$ cat src/rtl/core/pdc_pkg.sv
// pdc_pkg: shared types and constants for the PWM duty capture block.
// No dependencies; imported by pwm_duty_capture_top.

package pdc_pkg;

	// timestamp bits actually used for the period and high-time math
	localparam int TIME_BITS  = 32;
	// port width of timestamps and tick counts
	localparam int TICK_BITS  = 32;
	localparam int DUTY_BITS  = 10;
	localparam int DUTY_SCALE = 1000;
	// high*1000 + period/2 stays below 1024 * 2^TIME_BITS
	localparam int NUM_W      = TIME_BITS + DUTY_BITS;
	localparam int STEP_W     = $clog2(DUTY_BITS);

	localparam int CFG_IDX_W  = 1;
	localparam int CFG_DATA_W = 10;

	localparam logic [CFG_IDX_W-1:0] REG_MIN_DUTY = 1'b0;
	localparam logic [CFG_IDX_W-1:0] REG_MAX_DUTY = 1'b1;

	localparam logic [CFG_DATA_W-1:0] MIN_DUTY_RST = 10'd0;
	localparam logic [CFG_DATA_W-1:0] MAX_DUTY_RST = 10'd1000;

	typedef enum logic [1:0] {
		ST_IDLE,
		ST_PREP,
		ST_DIV,
		ST_DONE
	} pdc_state_t;

endpackage

$ cat src/rtl/core/pwm_duty_capture_top.sv
// pwm_duty_capture_top: edge-driven PWM period, high time and duty measurement.
// Depends on pdc_pkg; contains the sequencer and the serial restoring divider.
//
// Usage:
//   Input channel (in_valid/in_stall, edge_time, level_after) carries one PWM
//   edge per transfer. Falling edges and rising edges that close no pulse leave
//   in_stall low.
//   A rising edge that closes a pulse starts a measurement: period and high time
//   are captured at the transfer edge, a check step tests them and forms
//   high*1000+period/2, then the DUTY_BITS (10) quotient bits are formed in the
//   shared compare/subtract unit of the divider, then a final step moves the
//   result into the output register once it is free; in_stall is high
//   throughout.
//   A rejected pulse (zero period or high time above period) ends after the
//   check step with no result.
//   Output channel (out_valid/out_stall, high_cnt, period_cnt, duty_pm,
//   in_range) holds each result until it is taken. New edges are accepted while
//   a result waits; a following measurement waits in its last step until the
//   output register is free.
//   Configuration: cfg_we writes cfg_data into threshold cfg_index at once.
//   Reset clears the edge history and loads the thresholds to 0 and 1000.

module pwm_duty_capture_top (
	input  logic                           clk,
	input  logic                           arst_n,
	input  logic                           cfg_we,
	input  logic [pdc_pkg::CFG_IDX_W-1:0]  cfg_index,
	input  logic [pdc_pkg::CFG_DATA_W-1:0] cfg_data,
	input  logic                           in_valid,
	output logic                           in_stall,
	input  logic [pdc_pkg::TICK_BITS-1:0]  edge_time,
	input  logic                           level_after,
	output logic                           out_valid,
	input  logic                           out_stall,
	output logic [pdc_pkg::TICK_BITS-1:0]  high_cnt,
	output logic [pdc_pkg::TICK_BITS-1:0]  period_cnt,
	output logic [pdc_pkg::DUTY_BITS-1:0]  duty_pm,
	output logic                           in_range
);
	import pdc_pkg::*;

	pdc_state_t state_q, state_d;

	logic [CFG_DATA_W-1:0] min_duty_q, max_duty_q;

	logic [TIME_BITS-1:0] last_rise_q, fall_time_q;
	logic                 rise_seen_q, fall_seen_q;

	logic [TIME_BITS-1:0] period_q, high_q;
	logic [TIME_BITS-1:0] rem_q;
	logic [DUTY_BITS-1:0] quo_q;
	logic [STEP_W-1:0]    step_q;

	logic                 out_valid_q;
	logic [TICK_BITS-1:0] out_high_q, out_period_q;
	logic [DUTY_BITS-1:0] out_duty_q;
	logic                 out_in_range_q;

	logic                 in_xfer, rise_in, pulse_close;
	logic                 pulse_bad;
	logic                 out_free, load_out;
	logic [TIME_BITS-1:0] t_in;
	logic [NUM_W-1:0]     num;
	logic [TIME_BITS:0]   trial, trial_sub;
	logic                 trial_ge;
	logic                 range_ok;

	assign t_in        = edge_time[TIME_BITS-1:0];
	assign in_stall    = (state_q != ST_IDLE);
	assign in_xfer     = in_valid && !in_stall;
	assign rise_in     = in_xfer && level_after;
	assign pulse_close = rise_in && rise_seen_q && fall_seen_q;

	assign pulse_bad = (period_q == '0) || (high_q > period_q);
	assign num = NUM_W'(high_q) * NUM_W'(DUTY_SCALE) + NUM_W'(period_q >> 1);

	// one restoring step: bring down the next numerator bit, subtract if it fits
	assign trial     = {rem_q, quo_q[DUTY_BITS-1]};
	assign trial_sub = trial - {1'b0, period_q};
	assign trial_ge  = (trial >= {1'b0, period_q});

	assign out_free = !out_valid_q || !out_stall;
	assign range_ok = (min_duty_q <= max_duty_q) && (quo_q >= min_duty_q)
		&& (quo_q <= max_duty_q);

	always_comb begin
		state_d  = state_q;
		load_out = 1'b0;
		unique case (state_q)
			ST_IDLE: begin
				if (pulse_close) state_d = ST_PREP;
			end
			ST_PREP: begin
				state_d = pulse_bad ? ST_IDLE : ST_DIV;
			end
			ST_DIV: begin
				if (step_q == STEP_W'(DUTY_BITS - 1)) state_d = ST_DONE;
			end
			ST_DONE: begin
				if (out_free) begin
					load_out = 1'b1;
					state_d  = ST_IDLE;
				end
			end
			default: state_d = ST_IDLE;
		endcase
	end

	always_ff @(posedge clk or negedge arst_n) begin
		if (!arst_n) state_q <= ST_IDLE;
		else         state_q <= state_d;
	end

	always_ff @(posedge clk or negedge arst_n) begin
		if (!arst_n) begin
			min_duty_q <= MIN_DUTY_RST;
			max_duty_q <= MAX_DUTY_RST;
		end else if (cfg_we) begin
			unique case (cfg_index)
				REG_MIN_DUTY: min_duty_q <= cfg_data;
				REG_MAX_DUTY: max_duty_q <= cfg_data;
				default: ;
			endcase
		end
	end

	// edge history
	always_ff @(posedge clk or negedge arst_n) begin
		if (!arst_n) begin
			last_rise_q <= '0;
			fall_time_q <= '0;
			rise_seen_q <= 1'b0;
			fall_seen_q <= 1'b0;
		end else if (in_xfer) begin
			if (level_after) begin
				last_rise_q <= t_in;
				rise_seen_q <= 1'b1;
				fall_seen_q <= 1'b0;
			end else if (rise_seen_q) begin
				fall_time_q <= t_in;
				fall_seen_q <= 1'b1;
			end
		end
	end

	// divider datapath
	always_ff @(posedge clk) begin
		if (pulse_close) begin
			period_q <= t_in - last_rise_q;
			high_q   <= fall_time_q - last_rise_q;
		end
		if (state_q == ST_PREP) begin
			// quotient fits DUTY_BITS, so the top part is already below period
			rem_q  <= num[NUM_W-1:DUTY_BITS];
			quo_q  <= num[DUTY_BITS-1:0];
			step_q <= '0;
		end else if (state_q == ST_DIV) begin
			rem_q  <= trial_ge ? trial_sub[TIME_BITS-1:0] : trial[TIME_BITS-1:0];
			quo_q  <= {quo_q[DUTY_BITS-2:0], trial_ge};
			step_q <= step_q + STEP_W'(1);
		end
	end

	// output register
	always_ff @(posedge clk or negedge arst_n) begin
		if (!arst_n)       out_valid_q <= 1'b0;
		else if (load_out) out_valid_q <= 1'b1;
		else if (!out_stall) out_valid_q <= 1'b0;
	end

	always_ff @(posedge clk) begin
		if (load_out) begin
			out_high_q     <= TICK_BITS'(high_q);
			out_period_q   <= TICK_BITS'(period_q);
			out_duty_q     <= quo_q;
			out_in_range_q <= range_ok;
		end
	end

	assign out_valid  = out_valid_q;
	assign high_cnt   = out_high_q;
	assign period_cnt = out_period_q;
	assign duty_pm    = out_duty_q;
	assign in_range   = out_in_range_q;

	a_duty_bound: assert property (@(posedge clk) disable iff (!arst_n)
		out_valid |-> (duty_pm <= DUTY_BITS'(DUTY_SCALE)))
		else $error("duty above full scale");

	a_pulse_sane: assert property (@(posedge clk) disable iff (!arst_n)
		out_valid |-> (period_cnt != '0) && (high_cnt <= period_cnt))
		else $error("rejected pulse reached the output");

	a_load_from_done: assert property (@(posedge clk) disable iff (!arst_n)
		$rose(out_valid) |-> $past(state_q == ST_DONE))
		else $error("result loaded outside the final step");

	a_no_overwrite: assert property (@(posedge clk) disable iff (!arst_n)
		(state_q == ST_DONE) && out_valid && out_stall |=> (state_q == ST_DONE))
		else $error("pending result overwritten");

endmodule

$ cat config.mk
export PLATFORM = sky130hd
export DESIGN_NAME = pwm_duty_capture_top
export DESIGN_NICKNAME = d
export VERILOG_FILES = /design/src/rtl/core/pdc_pkg.sv /design/src/rtl/core/pwm_duty_capture_top.sv
export SDC_FILE = /design/constraint.sdc
export NUM_CORES = 1
export LEC_CHECK = 0
export BUFFER_PORTS_ARGS = -buffer_cell sky130_fd_sc_hd__buf_2
export CAP_MARGIN = 25
export CORE_UTILIZATION = 25
export DETAILED_ROUTE_END_ITERATION = 8
export PLACE_DENSITY = 0.48
export SLEW_MARGIN = 20
export SYNTH_ARGS = -nofsm -noshare
export SYNTH_HDL_FRONTEND = slang
export SYNTH_SLANG_ARGS = --single-unit
$ cat constraint.sdc
create_clock -name clk -period 8.15 [get_ports clk]
set_input_delay 1.2225 -clock clk [delete_from_list [all_inputs] [get_ports clk]]
set_output_delay 1.2225 -clock clk [all_outputs]
set_load 0.02 [all_outputs]
==> impl_results.rst, run 1 <==
.. list-table::
   :header-rows: 1

   * - Metric
     - Value
   * - Result of the run
     - finished clean
   * - Input/output buffers
     - 125
   * - Startpoint of the most critical setup path
     - high_q[7]
   * - Critical Path, Cell by Cell
     - inv_1, fa_1, fa_1, fa_1, fa_1, inv_1, ha_1, nand2_1, o21ai_0, a41oi_1, a31o_2, o21ai_0, xor2_1, ha_1, a21o_1, a221o_1, a21o_1, a31o_1, a221o_1, nand4_1, xor2_1, a22oi_1
   * - Worst-path maximum fanout
     - 8
   * - Syn Inst Count
     - between 2000 and 2500
   * - Die area
     - between 0.09 and 0.1 mm²
   * - Critical path required time
     - about 8.4 ns
   * - Crit-path max cell delay
     - 0.52 ns
   * - Number of top-level pins
     - 126
   * - Worst r2r src
     - high_q[7]
   * - Avg Vias per Cell
     - 4.61
   * - Total iterations of the first detailed-routing run
     - 6
   * - Ys Warns
     - 0
   * - Ys async rst share
     - 32.5%
   * - Ranking of synthesized cells by area
     - sky130_fd_sc_hd__edfxtp_1 (23%), sky130_fd_sc_hd__ha_1 (15%), sky130_fd_sc_hd__fa_1 (11%)
   * - Unrepaired setup endpoints after global routing
     - no
   * - Antenna fix cells
     - 0
   * - Sort of element at the start of the critical path
     - flop
   * - Average cell area after synthesis
     - 10.2 µm²
   * - Worst-path clk slew
     - 0.06 ns
   * - Max stage delay cell, worst path
     - sky130_fd_sc_hd__fa_1
   * - Maximum number of pins on one net before global-route repair
     - 68
   * - Standard cell area after detailed placement
     - 0.0253 mm²
   * - Core Box Area
     - slightly above 0.09 mm²
   * - Net count after synthesis
     - roughly 2700
   * - CTS tree
     - built
   * - Worst path arrival time
     - around 7.3 ns
   * - Top delay family on crit path
     - adder cells
   * - Final instance count without filler cells
     - ~3700
   * - Synthesized cell area
     - between 0.02 and 0.025 mm²
   * - Filler instances
     - 9702
   * - Relative slew slack
     - around 38%
   * - Number of H-tree levels
     - 2
   * - Number of max-slew violations in the final report
     - 0
   * - Post-DRT Antenna Nets
     - 0
   * - # DRC
     - 0
   * - Violation count after the first detailed-route iteration
     - approximately 1100
   * - Nets
     - roughly 2800
   * - Std cell rows
     - 111
   * - Die span in x
     - between 300 and 400 µm
   * - Summed area of non-filler cells in the final layout
     - about 0.027 mm²
   * - Most used flip-flop cell after synthesis
     - sky130_fd_sc_hd__edfxtp_1
   * - Cell at the root of the clock tree
     - sky130_fd_sc_hd__clkbuf_16
   * - Final hold violation count
     - 0
   * - Detailed Route WL
     - about 66000 µm
   * - All-layer global routing usage
     - about 14%
   * - Post-Route Setup TNS
     - 0 ns
   * - Reported max-cap violation count
     - 0
   * - Sequential cell area
     - a little under 0.008 mm²
   * - Half-perimeter wire length after detailed placement
     - roughly 53000 µm
   * - Area fraction of the dominant cell type after synthesis
     - between 20% and 30%
   * - Number of setup violations in the final report
     - 0
   * - Placed cell count
     - between 3000 and 4000
   * - Count of flip-flops with a built-in enable after synthesis
     - approximately 180
   * - Routability congestion estimate
     - roughly 0.86
   * - Tightest Pin Transition
     - about 0.93 ns
   * - Path type of the worst min-delay path
     - reg2reg
   * - Worst clock skew
     - 0.0200 ns
   * - Highest Clock Rate
     - around 0.14 GHz
   * - Cell type contributing the most total cell area after synthesis
     - sky130_fd_sc_hd__edfxtp_1
   * - TritonCTS buffer count
     - 36
   * - HP Start
     - quo_q[0]
   * - Area Growth Syn to Fin
     - 14.5%
   * - Setup Buffers After CTS
     - 0
   * - Footprint of the multi-input gates
     - 0.0142 mm²
   * - Type of the setup path with the least slack
     - reg2reg
   * - Starting density of the core
     - between 20% and 30%
   * - Hold_ws
     - about 0.46 ns
   * - Post-cts gate resize count
     - 0
   * - Initial antenna violation count
     - 1
   * - Overflow left after global routing
     - 0
   * - Unique cell type count in the Yosys netlist
     - 89
   * - Number of buffers inserted by hold repair at cts
     - 0
   * - Synth top cells by count
     - sky130_fd_sc_hd__inv_1 (293), sky130_fd_sc_hd__ha_1 (277), sky130_fd_sc_hd__edfxtp_1 (181)
   * - Global-route wire length before repair
     - between 100000 and 150000 µm
   * - Vias in the first global route
     - roughly 17000
   * - Worst Setup End Kind
     - flop
   * - Insertion delay to the later sink of the worst-skew pair
     - ~0.56 ns
   * - Fraction of layout cells with a size suffix above 1
     - between 10% and 20%
   * - Clk sink count
     - about 270
   * - Flop and latch count out of synthesis
     - approximately 270
   * - Post-route clock period utilization
     - between 80% and 90%
   * - Number of vias in the routed layout
     - 16909
   * - Sequential fraction of the synthesis area
     - between 30% and 40%
   * - DIE HEIGHT
     - 306 µm
   * - Most frequent cell after synthesis
     - sky130_fd_sc_hd__inv_1
   * - Number of buffers and inverters on the critical path
     - 2
   * - Cell occurring most often along the worst timing path
     - sky130_fd_sc_hd__fa_1
   * - Wire length per cell after detailed routing
     - around 18 µm
   * - Minimum period implied by the final worst setup slack
     - slightly above 7 ns
   * - CTS max path bufs
     - 3
## per-stage QoR
stage | util, % | worst slack [ns]
final | 28.9 | 1.08
after global routing | 28.9 | 0.640
after CTS | 28.9 | 1.06
after detailed placement | 27.5 | 1.10
after global placement | 27.5 | 1.19
after floorplan | - | 0.849
## cells in the final DEF, fill, tap and decap left out, types with 8 or more instances in the layout
master                      instances
sky130_fd_sc_hd__a211oi_1          11
sky130_fd_sc_hd__a21o_1            80
sky130_fd_sc_hd__a21oi_1          144
sky130_fd_sc_hd__a31oi_1           20
sky130_fd_sc_hd__and3_1            14
sky130_fd_sc_hd__buf_2            124
sky130_fd_sc_hd__buf_4             10
sky130_fd_sc_hd__clkbuf_16         40
sky130_fd_sc_hd__dfrtp_1           83
sky130_fd_sc_hd__edfxtp_1         181
sky130_fd_sc_hd__fa_1             122
sky130_fd_sc_hd__ha_1             275
sky130_fd_sc_hd__inv_1            293
sky130_fd_sc_hd__mux2_2            50
sky130_fd_sc_hd__mux2i_1           41
sky130_fd_sc_hd__nand2_1          149
sky130_fd_sc_hd__nand2b_1          24
sky130_fd_sc_hd__nand3_1           35
sky130_fd_sc_hd__nand4_1           22
sky130_fd_sc_hd__nor2_1            95
sky130_fd_sc_hd__nor2b_1           25
sky130_fd_sc_hd__nor3_1            24
sky130_fd_sc_hd__nor4_1            11
sky130_fd_sc_hd__o211ai_1          20
sky130_fd_sc_hd__o21a_1            39
sky130_fd_sc_hd__o21ai_0          127
sky130_fd_sc_hd__o21bai_1          18
sky130_fd_sc_hd__o22ai_1            8
sky130_fd_sc_hd__o31a_1             9
sky130_fd_sc_hd__o31ai_1           12
sky130_fd_sc_hd__xnor2_1          101
sky130_fd_sc_hd__xor2_1            46
## worst paths after layout
path | endpoint | slack [ns] | depth (start not counted)
max | rem_q[30] | 1.08 | 22
min | duty_pm[0] | 0.46 | 0
max reg2reg | rem_q[30] | 1.08 | 22
min reg2reg | duty_pm[0] | 0.46 | 0
max in group asynchronous | last_rise_q[30] | 6.33 | 2
min in group asynchronous | min_duty_q[2] | 0.63 | 1
## routing by layer
layer | GRT usage [%] | wire length, µm | vias up
li1 | - | - | 8334
met1 | 19.9 | 31700 | 8195
met2 | 23.2 | 30100 | 299
met3 | 1.58 | 2200 | 81
met4 | 4.34 | 1870 | 0
met5 | 0 | 0 | -
## registers in the layout, summed over array words and instances, names as in the netlist, 4 cells and up, named ones only
signal	flops
high_q	32
rem_q	32
max_duty_q	10
period_q	32
quo_q	10
last_rise_q	32
fall_time_q	32
period_cnt	32
min_duty_q	10
step_q	4
high_cnt	32
duty_pm	10
## worst reg2reg max path: stages (launching register included)
cell and delay, ns:
sky130_fd_sc_hd__edfxtp_1 0.50, sky130_fd_sc_hd__inv_1 0.28, sky130_fd_sc_hd__fa_1 0.49, sky130_fd_sc_hd__fa_1 0.49, sky130_fd_sc_hd__fa_1 0.51, sky130_fd_sc_hd__fa_1 0.52
sky130_fd_sc_hd__inv_1 0.04, sky130_fd_sc_hd__ha_1 0.47, sky130_fd_sc_hd__nand2_1 0.09, sky130_fd_sc_hd__o21ai_0 0.41, sky130_fd_sc_hd__a41oi_1 0.18, sky130_fd_sc_hd__a31o_2 0.35
sky130_fd_sc_hd__o21ai_0 0.21, sky130_fd_sc_hd__xor2_1 0.18, sky130_fd_sc_hd__ha_1 0.30, sky130_fd_sc_hd__a21o_1 0.19, sky130_fd_sc_hd__a221o_1 0.34, sky130_fd_sc_hd__a21o_1 0.18
sky130_fd_sc_hd__a31o_1 0.22, sky130_fd_sc_hd__a221o_1 0.40, sky130_fd_sc_hd__nand4_1 0.13, sky130_fd_sc_hd__xor2_1 0.18, sky130_fd_sc_hd__a22oi_1 0.10
## kinds of logic (layout without fill, tap and decap cells)
group,count (synthesis),in the layout,share of synthesized area (%)
fa+ha+maj,399,399,25.5
flops,274,274,33.4
xor+xnor,147,147,5.56
mux,92,92,4.26
buf+inv,335,493,5.51
simple gates,440,440,9.24
compound gates,576,576,16.5
## final cells by class
cell class / count / area share (%)
repair buffers: 134 / 2.62
multi-input cells: 1654 / 53.4
flip-flops and latches: 274 / 29.2
well taps: 1243 / 5.86
inverters: 293 / 4.14
clock inverters: 15 / 0.702
clock buffers: 51 / 4.11
Power of run 1 is left out: the tool's default activity adds up to more than one toggle a clock period on the data nets, which glitch-free logic cannot reach.
==> run 2, diff against run 1 <==
--- a/config.mk
+++ b/config.mk
@@ -5,11 +5,12 @@
 export SDC_FILE = /design/constraint.sdc
 export NUM_CORES = 1
 export LEC_CHECK = 0
-export BUFFER_PORTS_ARGS = -buffer_cell sky130_fd_sc_hd__buf_2
 export CAP_MARGIN = 25
-export CORE_UTILIZATION = 25
+export CORE_UTILIZATION = 35
 export DETAILED_ROUTE_END_ITERATION = 8
-export PLACE_DENSITY = 0.48
+export DONT_BUFFER_PORTS = 1
+export PLACE_DENSITY = 0.58
+export RECOVER_POWER = 25
 export SLEW_MARGIN = 20
 export SYNTH_ARGS = -nofsm -noshare
 export SYNTH_HDL_FRONTEND = slang
==> run 2 against run 1 <==
Against the previous run:
- register-to-register slack lost 0.05 ns
- setup slack lost 0.048 ns
- first-iteration DRC count shrank 25%
- count of clock-buffer cells in the layout shrank 5
- highest routed layer unchanged
- cell count shrank 14%
- die area shrank 28%
==> impl_results.rst, run 2 (synthesis results as in run 1) <==
.. list-table::
   :header-rows: 1

   * - Metric
     - Value
   * - Post-DRT Antenna Nets
     - 0
   * - Worst Setup End Kind
     - flop
   * - Minimum period implied by the final worst setup slack
     - about 7 ns
   * - Worst-path clk slew
     - ~0.06 ns
   * - Wire length per cell after detailed routing
     - ~20 µm
   * - Footprint of the multi-input gates
     - about 0.014 mm²
   * - Violation count after the first detailed-route iteration
     - 822
   * - # DRC
     - 0
   * - Reported max-cap violation count
     - 0
   * - Vias in the first global route
     - 17135
   * - Worst path arrival time
     - 7.37 ns
   * - Post-route clock period utilization
     - between 80% and 90%
   * - Met1 GRT Util
     - between 20% and 30%
   * - Input/output buffers
     - 0
   * - Total iterations of the first detailed-routing run
     - 5
   * - Path type of the worst min-delay path
     - in2async
   * - Die area
     - just under 0.07 mm²
   * - Critical path required time
     - between 8 and 9 ns
   * - Area Growth Syn to Fin
     - 9.85%
   * - Global-route wire length before repair
     - 97100 µm
   * - Tightest Pin Transition
     - 0.815 ns
   * - Cell at the root of the clock tree
     - sky130_fd_sc_hd__clkbuf_16
   * - Post-Route Setup TNS
     - 0 ns
   * - All-layer global routing usage
     - a little under a fifth
   * - Detailed Route WL
     - 61800 µm
   * - Number of setup violations in the final report
     - 0
   * - Met2 Resource Use GR
     - between 30% and 40%
   * - Number of top-level pins
     - between 100 and 150
   * - Sequential cell area
     - slightly below 0.008 mm²
   * - Setup Buffers After CTS
     - 0
   * - Insertion delay to the later sink of the worst-skew pair
     - a little under 0.6 ns
   * - Clk sink count
     - approximately 270
   * - Filler instances
     - approximately 6300
   * - Number of vias in the routed layout
     - approximately 17000
   * - Type of the setup path with the least slack
     - reg2reg
   * - Commonest cells after routing, fill and taps aside
     - sky130_fd_sc_hd__inv_1 (293), sky130_fd_sc_hd__ha_1 (275), sky130_fd_sc_hd__edfxtp_1 (181), sky130_fd_sc_hd__nand2_1 (149), sky130_fd_sc_hd__a21oi_1 (144)
   * - Maximum number of pins on one net before global-route repair
     - 90
   * - Worst-path maximum fanout
     - 7
   * - Routability congestion estimate
     - a little under 0.9
   * - Routing layer with the top usage in global route
     - met2
   * - Std cell rows
     - between 90 and 100
   * - Global-route track usage on met3
     - approximately 3.1%
   * - Starting density of the core
     - a little over a third
   * - Fraction of layout cells with a size suffix above 1
     - under 10%
   * - TritonCTS buffer count
     - 37
   * - DIE HEIGHT
     - around 260 µm
   * - Post-cts gate resize count
     - 0
   * - Nets
     - around 2700
   * - Half-perimeter wire length after detailed placement
     - 49200 µm
   * - Core Box Area
     - ~0.065 mm²
   * - CTS max path bufs
     - 3
   * - Unrepaired setup endpoints after global routing
     - no
   * - Number of max-slew violations in the final report
     - 0
   * - Number of buffers inserted by hold repair at cts
     - 0
   * - Die span in x
     - 259 µm
   * - Result of the run
     - finished clean
   * - CTS tree
     - built
   * - Avg Vias per Cell
     - about 5.3
   * - Worst clock skew
     - 0.0333 ns
   * - Initial antenna violation count
     - 0
   * - Overflow left after global routing
     - 0
   * - Final hold violation count
     - 0
   * - Number of H-tree levels
     - 2
   * - Sort of element at the start of the critical path
     - flop
   * - Relative slew slack
     - a little under half
   * - Highest Clock Rate
     - 0.141 GHz
   * - Leading cell type in the layout, fill and taps excluded
     - sky130_fd_sc_hd__inv_1
   * - Antenna fix cells
     - 0
## run 2: changes by cell type in the layout (fill, tap and decap cells not counted), sizes merged
cell,change
buf,-126
clkbuf,-5
clkinvlp,+2
inv,+2
clkinv,+4
bufinv,-1
## run 2: per-layer routing
| layer | vias to the layer above | routed length [µm] |
|---|---|---|
| met4 | 0 | 1690 |
| met2 | 347 | 29300 |
| li1 | 8091 | - |
| met1 | 8109 | 28000 |
| met5 | - | 0 |
| met3 | 96 | 2870 |
## run 2: worst paths after layout
kind	from	to	slack (ns)	cells past startpoint
setup reg to reg	high_q[2]	rem_q[30]	1.04	24
max in group asynchronous	arst_n	max_duty_q[8]	7.57	0
hold reg to reg	fall_time_q[0]	fall_time_q[0]	0.48	2
hold / removal	arst_n	last_rise_q[1]	0.35	0
min in group clk	fall_time_q[0]	fall_time_q[0]	0.48	2
setup / recovery	high_q[2]	rem_q[30]	1.04	24
## run 2: layout make-up
class | instances | area share [%]
clock buffer | 46 | 4.09
clock inverter | 22 | 0.870
inverter | 293 | 4.32
multi-input combinational | 1654 | 55.7
sequential | 274 | 30.4
tap | 855 | 4.20
timing repair buffer | 8 | 0.413
## run 2: metrics by stage
step | setup WS (ns) | hold slack (ns) | area [µm²] | utilization, % | instances
CTS | 1.07 | 0.316 | 25400 | 39.1 | 3150
floorplan | 0.849 | 0.426 | 23200 | - | 2263
global placement | 1.28 | 0.465 | 24100 | 37.2 | 3081
finish | 1.04 | 0.351 | 25500 | 39.2 | 3152
detailed placement | 1.13 | 0.471 | 24100 | 37.2 | 3082
global route | 0.750 | 0.328 | 25500 | 39.2 | 3152
## run 2: worst max-delay path, stage by stage (launching register included)
cell	delay (ns)
sky130_fd_sc_hd__edfxtp_1	0.53
sky130_fd_sc_hd__inv_1	0.15
sky130_fd_sc_hd__fa_1	0.59
sky130_fd_sc_hd__fa_1	0.46
sky130_fd_sc_hd__fa_1	0.50
sky130_fd_sc_hd__fa_1	0.51
sky130_fd_sc_hd__inv_1	0.04
sky130_fd_sc_hd__ha_1	0.34
sky130_fd_sc_hd__a21o_1	0.19
sky130_fd_sc_hd__or3_4	0.33
sky130_fd_sc_hd__o21ai_2	0.21
sky130_fd_sc_hd__o21ai_0	0.12
sky130_fd_sc_hd__a21oi_1	0.19
sky130_fd_sc_hd__xnor2_1	0.15
sky130_fd_sc_hd__ha_1	0.32
sky130_fd_sc_hd__a21o_1	0.19
sky130_fd_sc_hd__a21oi_1	0.22
sky130_fd_sc_hd__o32ai_1	0.13
sky130_fd_sc_hd__a21o_1	0.20
sky130_fd_sc_hd__o41a_1	0.35
sky130_fd_sc_hd__a31o_1	0.29
sky130_fd_sc_hd__a221o_1	0.39
sky130_fd_sc_hd__nand4_1	0.12
sky130_fd_sc_hd__xor2_1	0.16
sky130_fd_sc_hd__a22oi_1	0.10
Power of run 2 is left out for the same reason.
==> run 3, diff against run 2 <==
--- a/config.mk
+++ b/config.mk
@@ -5,11 +5,11 @@
 export SDC_FILE = /design/constraint.sdc
 export NUM_CORES = 1
 export LEC_CHECK = 0
+export BUFFER_PORTS_ARGS = -buffer_cell sky130_fd_sc_hd__buf_2
 export CAP_MARGIN = 25
 export CORE_UTILIZATION = 35
 export DETAILED_ROUTE_END_ITERATION = 8
-export DONT_BUFFER_PORTS = 1
-export PLACE_DENSITY = 0.58
+export PLACE_DENSITY = 0.6
 export RECOVER_POWER = 25
 export SLEW_MARGIN = 20
 export SYNTH_ARGS = -nofsm -noshare
==> run 3 against run 2 <==
Against the previous run:
- highest routed layer is now met5
- worst hold slack gained 0.10 ns
- wire length shrank 0.65%
- count of clock-buffer cells in the layout shrank 5
- die area is the same
- cell count grew 3.9%
- global-route usage is essentially flat
- register-to-register slack gained 0.02 ns
- critical path type unchanged
- the run now ends with max-capacitance violations, max-slew violations left
==> impl_results.rst, run 3 (synthesis results as in run 1) <==
.. list-table::
   :header-rows: 1

   * - Metric
     - Value
   * - Path type of the worst min-delay path
     - reg2reg
   * - Number of top-level pins
     - 126
   * - DIE HEIGHT
     - between 200 and 300 µm
   * - Logic depth of the worst register-to-register path
     - 24
   * - Unrepaired setup endpoints after global routing
     - no
   * - All-layer global routing usage
     - 18.5%
   * - Worst r2r src
     - high_q[2]
   * - Overflow left after global routing
     - 0
   * - Worst Setup End Kind
     - flop
   * - Critical path required time
     - approximately 8.3 ns
   * - Total iterations of the first detailed-routing run
     - 5
   * - Failing checks
     - max-capacitance violations, max-slew violations
   * - Area Growth Syn to Fin
     - 12.1%
   * - WHS Path Cells
     - 0
   * - Die span in x
     - approximately 260 µm
   * - Highest Clock Rate
     - between 0.1 and 0.15 GHz
   * - Routability congestion estimate
     - a little under 0.9
   * - Worst-path clk slew
     - ~0.060 ns
   * - Violation count after the first detailed-route iteration
     - 895
   * - CTS tree
     - built
   * - Detailed Route WL
     - 61400 µm
   * - Minimum period implied by the final worst setup slack
     - 7.09 ns
   * - Post-Route Setup TNS
     - 0 ns
   * - Number of H-tree levels
     - 2
   * - Die area
     - between 0.06 and 0.07 mm²
   * - Clk sink count
     - 274
   * - Tightest Pin Transition
     - ~3.3 ns
   * - Vias in the first global route
     - approximately 18000
   * - Setup Buffers After CTS
     - 0
   * - # DRC
     - 0
   * - Post-cts gate resize count
     - 0
   * - Worst clock skew
     - 0.0274 ns
   * - Insertion delay to the later sink of the worst-skew pair
     - roughly 0.56 ns
   * - Number of max-slew violations in the final report
     - about 100
   * - Commonest cells after routing, fill and taps aside
     - sky130_fd_sc_hd__inv_1 (293), sky130_fd_sc_hd__ha_1 (277), sky130_fd_sc_hd__edfxtp_1 (181), sky130_fd_sc_hd__nand2_1 (149), sky130_fd_sc_hd__a21oi_1 (144)
   * - Worst-path maximum fanout
     - 7
   * - Number of vias in the routed layout
     - 17126
   * - Result of the run
     - finished with violations
   * - CTS max path bufs
     - 3
   * - Antenna fix cells
     - 0
   * - Post-DRT Antenna Nets
     - 0
   * - Half-perimeter wire length after detailed placement
     - just under 50000 µm
   * - Number of buffers inserted by hold repair at cts
     - 0
   * - Relative slew slack
     - -120%
   * - Initial antenna violation count
     - 1
   * - Worst path arrival time
     - about 7.2 ns
   * - Input/output buffers
     - 125
   * - Reported max-cap violation count
     - 2
   * - Leading cell type in the layout, fill and taps excluded
     - sky130_fd_sc_hd__inv_1
   * - TritonCTS buffer count
     - 35
   * - Fraction of layout cells with a size suffix above 1
     - between 10% and 20%
   * - Post-route clock period utilization
     - between 80% and 90%
   * - Final hold violation count
     - 0
   * - Starting density of the core
     - a little over a third
   * - Number of setup violations in the final report
     - 0
   * - Filler instances
     - 6349
   * - Cell at the root of the clock tree
     - sky130_fd_sc_hd__clkbuf_16
   * - Global-route wire length before repair
     - approximately 100000 µm
   * - Maximum number of pins on one net before global-route repair
     - 68
   * - Nets
     - ~2800
   * - Core Box Area
     - 0.0649 mm²
   * - Startpoint of the most critical setup path
     - high_q[2]
   * - Type of the setup path with the least slack
     - reg2reg
   * - Sort of element at the start of the critical path
     - flop
   * - Std cell rows
     - 93
   * - HP Start
     - quo_q[0]
   * - Wire length per cell after detailed routing
     - around 19 µm
   * - Avg Vias per Cell
     - 5.23
==> run 3: cell types whose count changed in the layout (fill, tap and decap cells not counted), sizes merged <==
cell	change
clkinv	+6
buf	+121
clkinvlp	-2
bufinv	+1
inv	-4
==> run 3: area by class of cell <==
type	instances	area [µm²]	share of cell area, %
Inverter	293	1100	4.23
Sequential cell	274	7750	29.8
Clock inverter	23	243	0.934
Multi-Input combinational cell	1654	14200	54.5
Tap cell	855	1070	4.12
Timing Repair Buffer	134	734	2.83
Clock buffer	41	928	3.57
==> run 3: path summary, 6_finish.rpt <==
| check | slack, ns | to |
|---|---|---|
| max in group asynchronous | 5.03 | fall_time_q[29] |
| max | 1.06 | rem_q[30] |
| max reg2reg | 1.06 | rem_q[30] |
| min | 0.46 | duty_pm[0] |
| min in group asynchronous | 1.34 | last_rise_q[1] |
| min reg2reg | 0.46 | duty_pm[0] |
==> run 3: critical path, cell delays in order (launching register included) <==
cell and delay [ns]:
sky130_fd_sc_hd__edfxtp_1 0.52, sky130_fd_sc_hd__inv_1 0.15, sky130_fd_sc_hd__fa_1 0.58, sky130_fd_sc_hd__fa_1 0.45, sky130_fd_sc_hd__fa_1 0.49, sky130_fd_sc_hd__fa_1 0.51
sky130_fd_sc_hd__inv_1 0.04, sky130_fd_sc_hd__ha_1 0.35, sky130_fd_sc_hd__a21o_1 0.20, sky130_fd_sc_hd__or3_4 0.34, sky130_fd_sc_hd__o21ai_2 0.19, sky130_fd_sc_hd__o21ai_0 0.12
sky130_fd_sc_hd__a21oi_1 0.18, sky130_fd_sc_hd__xnor2_1 0.15, sky130_fd_sc_hd__ha_1 0.32, sky130_fd_sc_hd__a21o_1 0.18, sky130_fd_sc_hd__a21oi_1 0.18, sky130_fd_sc_hd__o32ai_1 0.11
sky130_fd_sc_hd__a21o_1 0.20, sky130_fd_sc_hd__o41a_1 0.37, sky130_fd_sc_hd__a31o_1 0.28, sky130_fd_sc_hd__a221o_1 0.38, sky130_fd_sc_hd__nand4_1 0.12, sky130_fd_sc_hd__xor2_1 0.16
sky130_fd_sc_hd__a22oi_1 0.10
==> run 3: stage by stage <==
step                      hold slack (ns)  utilization (%)  cell area (µm²)  setup slack (ns)  std cells
after floorplan                     0.426                -            23200             0.849       2263
after global placement              0.446             38.1            24800              1.29       3207
after detailed placement            0.449             38.2            24800              1.21       3208
after CTS                           0.456             40.0            26000              1.15       3272
after global routing                0.476             40.0            26000             0.734       3274
final                               0.456             40.0            26000              1.06       3274
==> run 3: layer usage <==
metal | track usage, % | share of wire, % | vias to the layer above | wire length [µm]
li1 | - | - | 8338 | -
met1 | 24.1 | 45 | 8330 | 27500
met2 | 31.5 | 48 | 372 | 29400
met3 | 3.09 | 4.5 | 84 | 2780
met4 | 5.59 | 2.8 | 2 | 1730
met5 | 0 | 0.031 | - | 19
Power of run 3 is left out for the same reason.
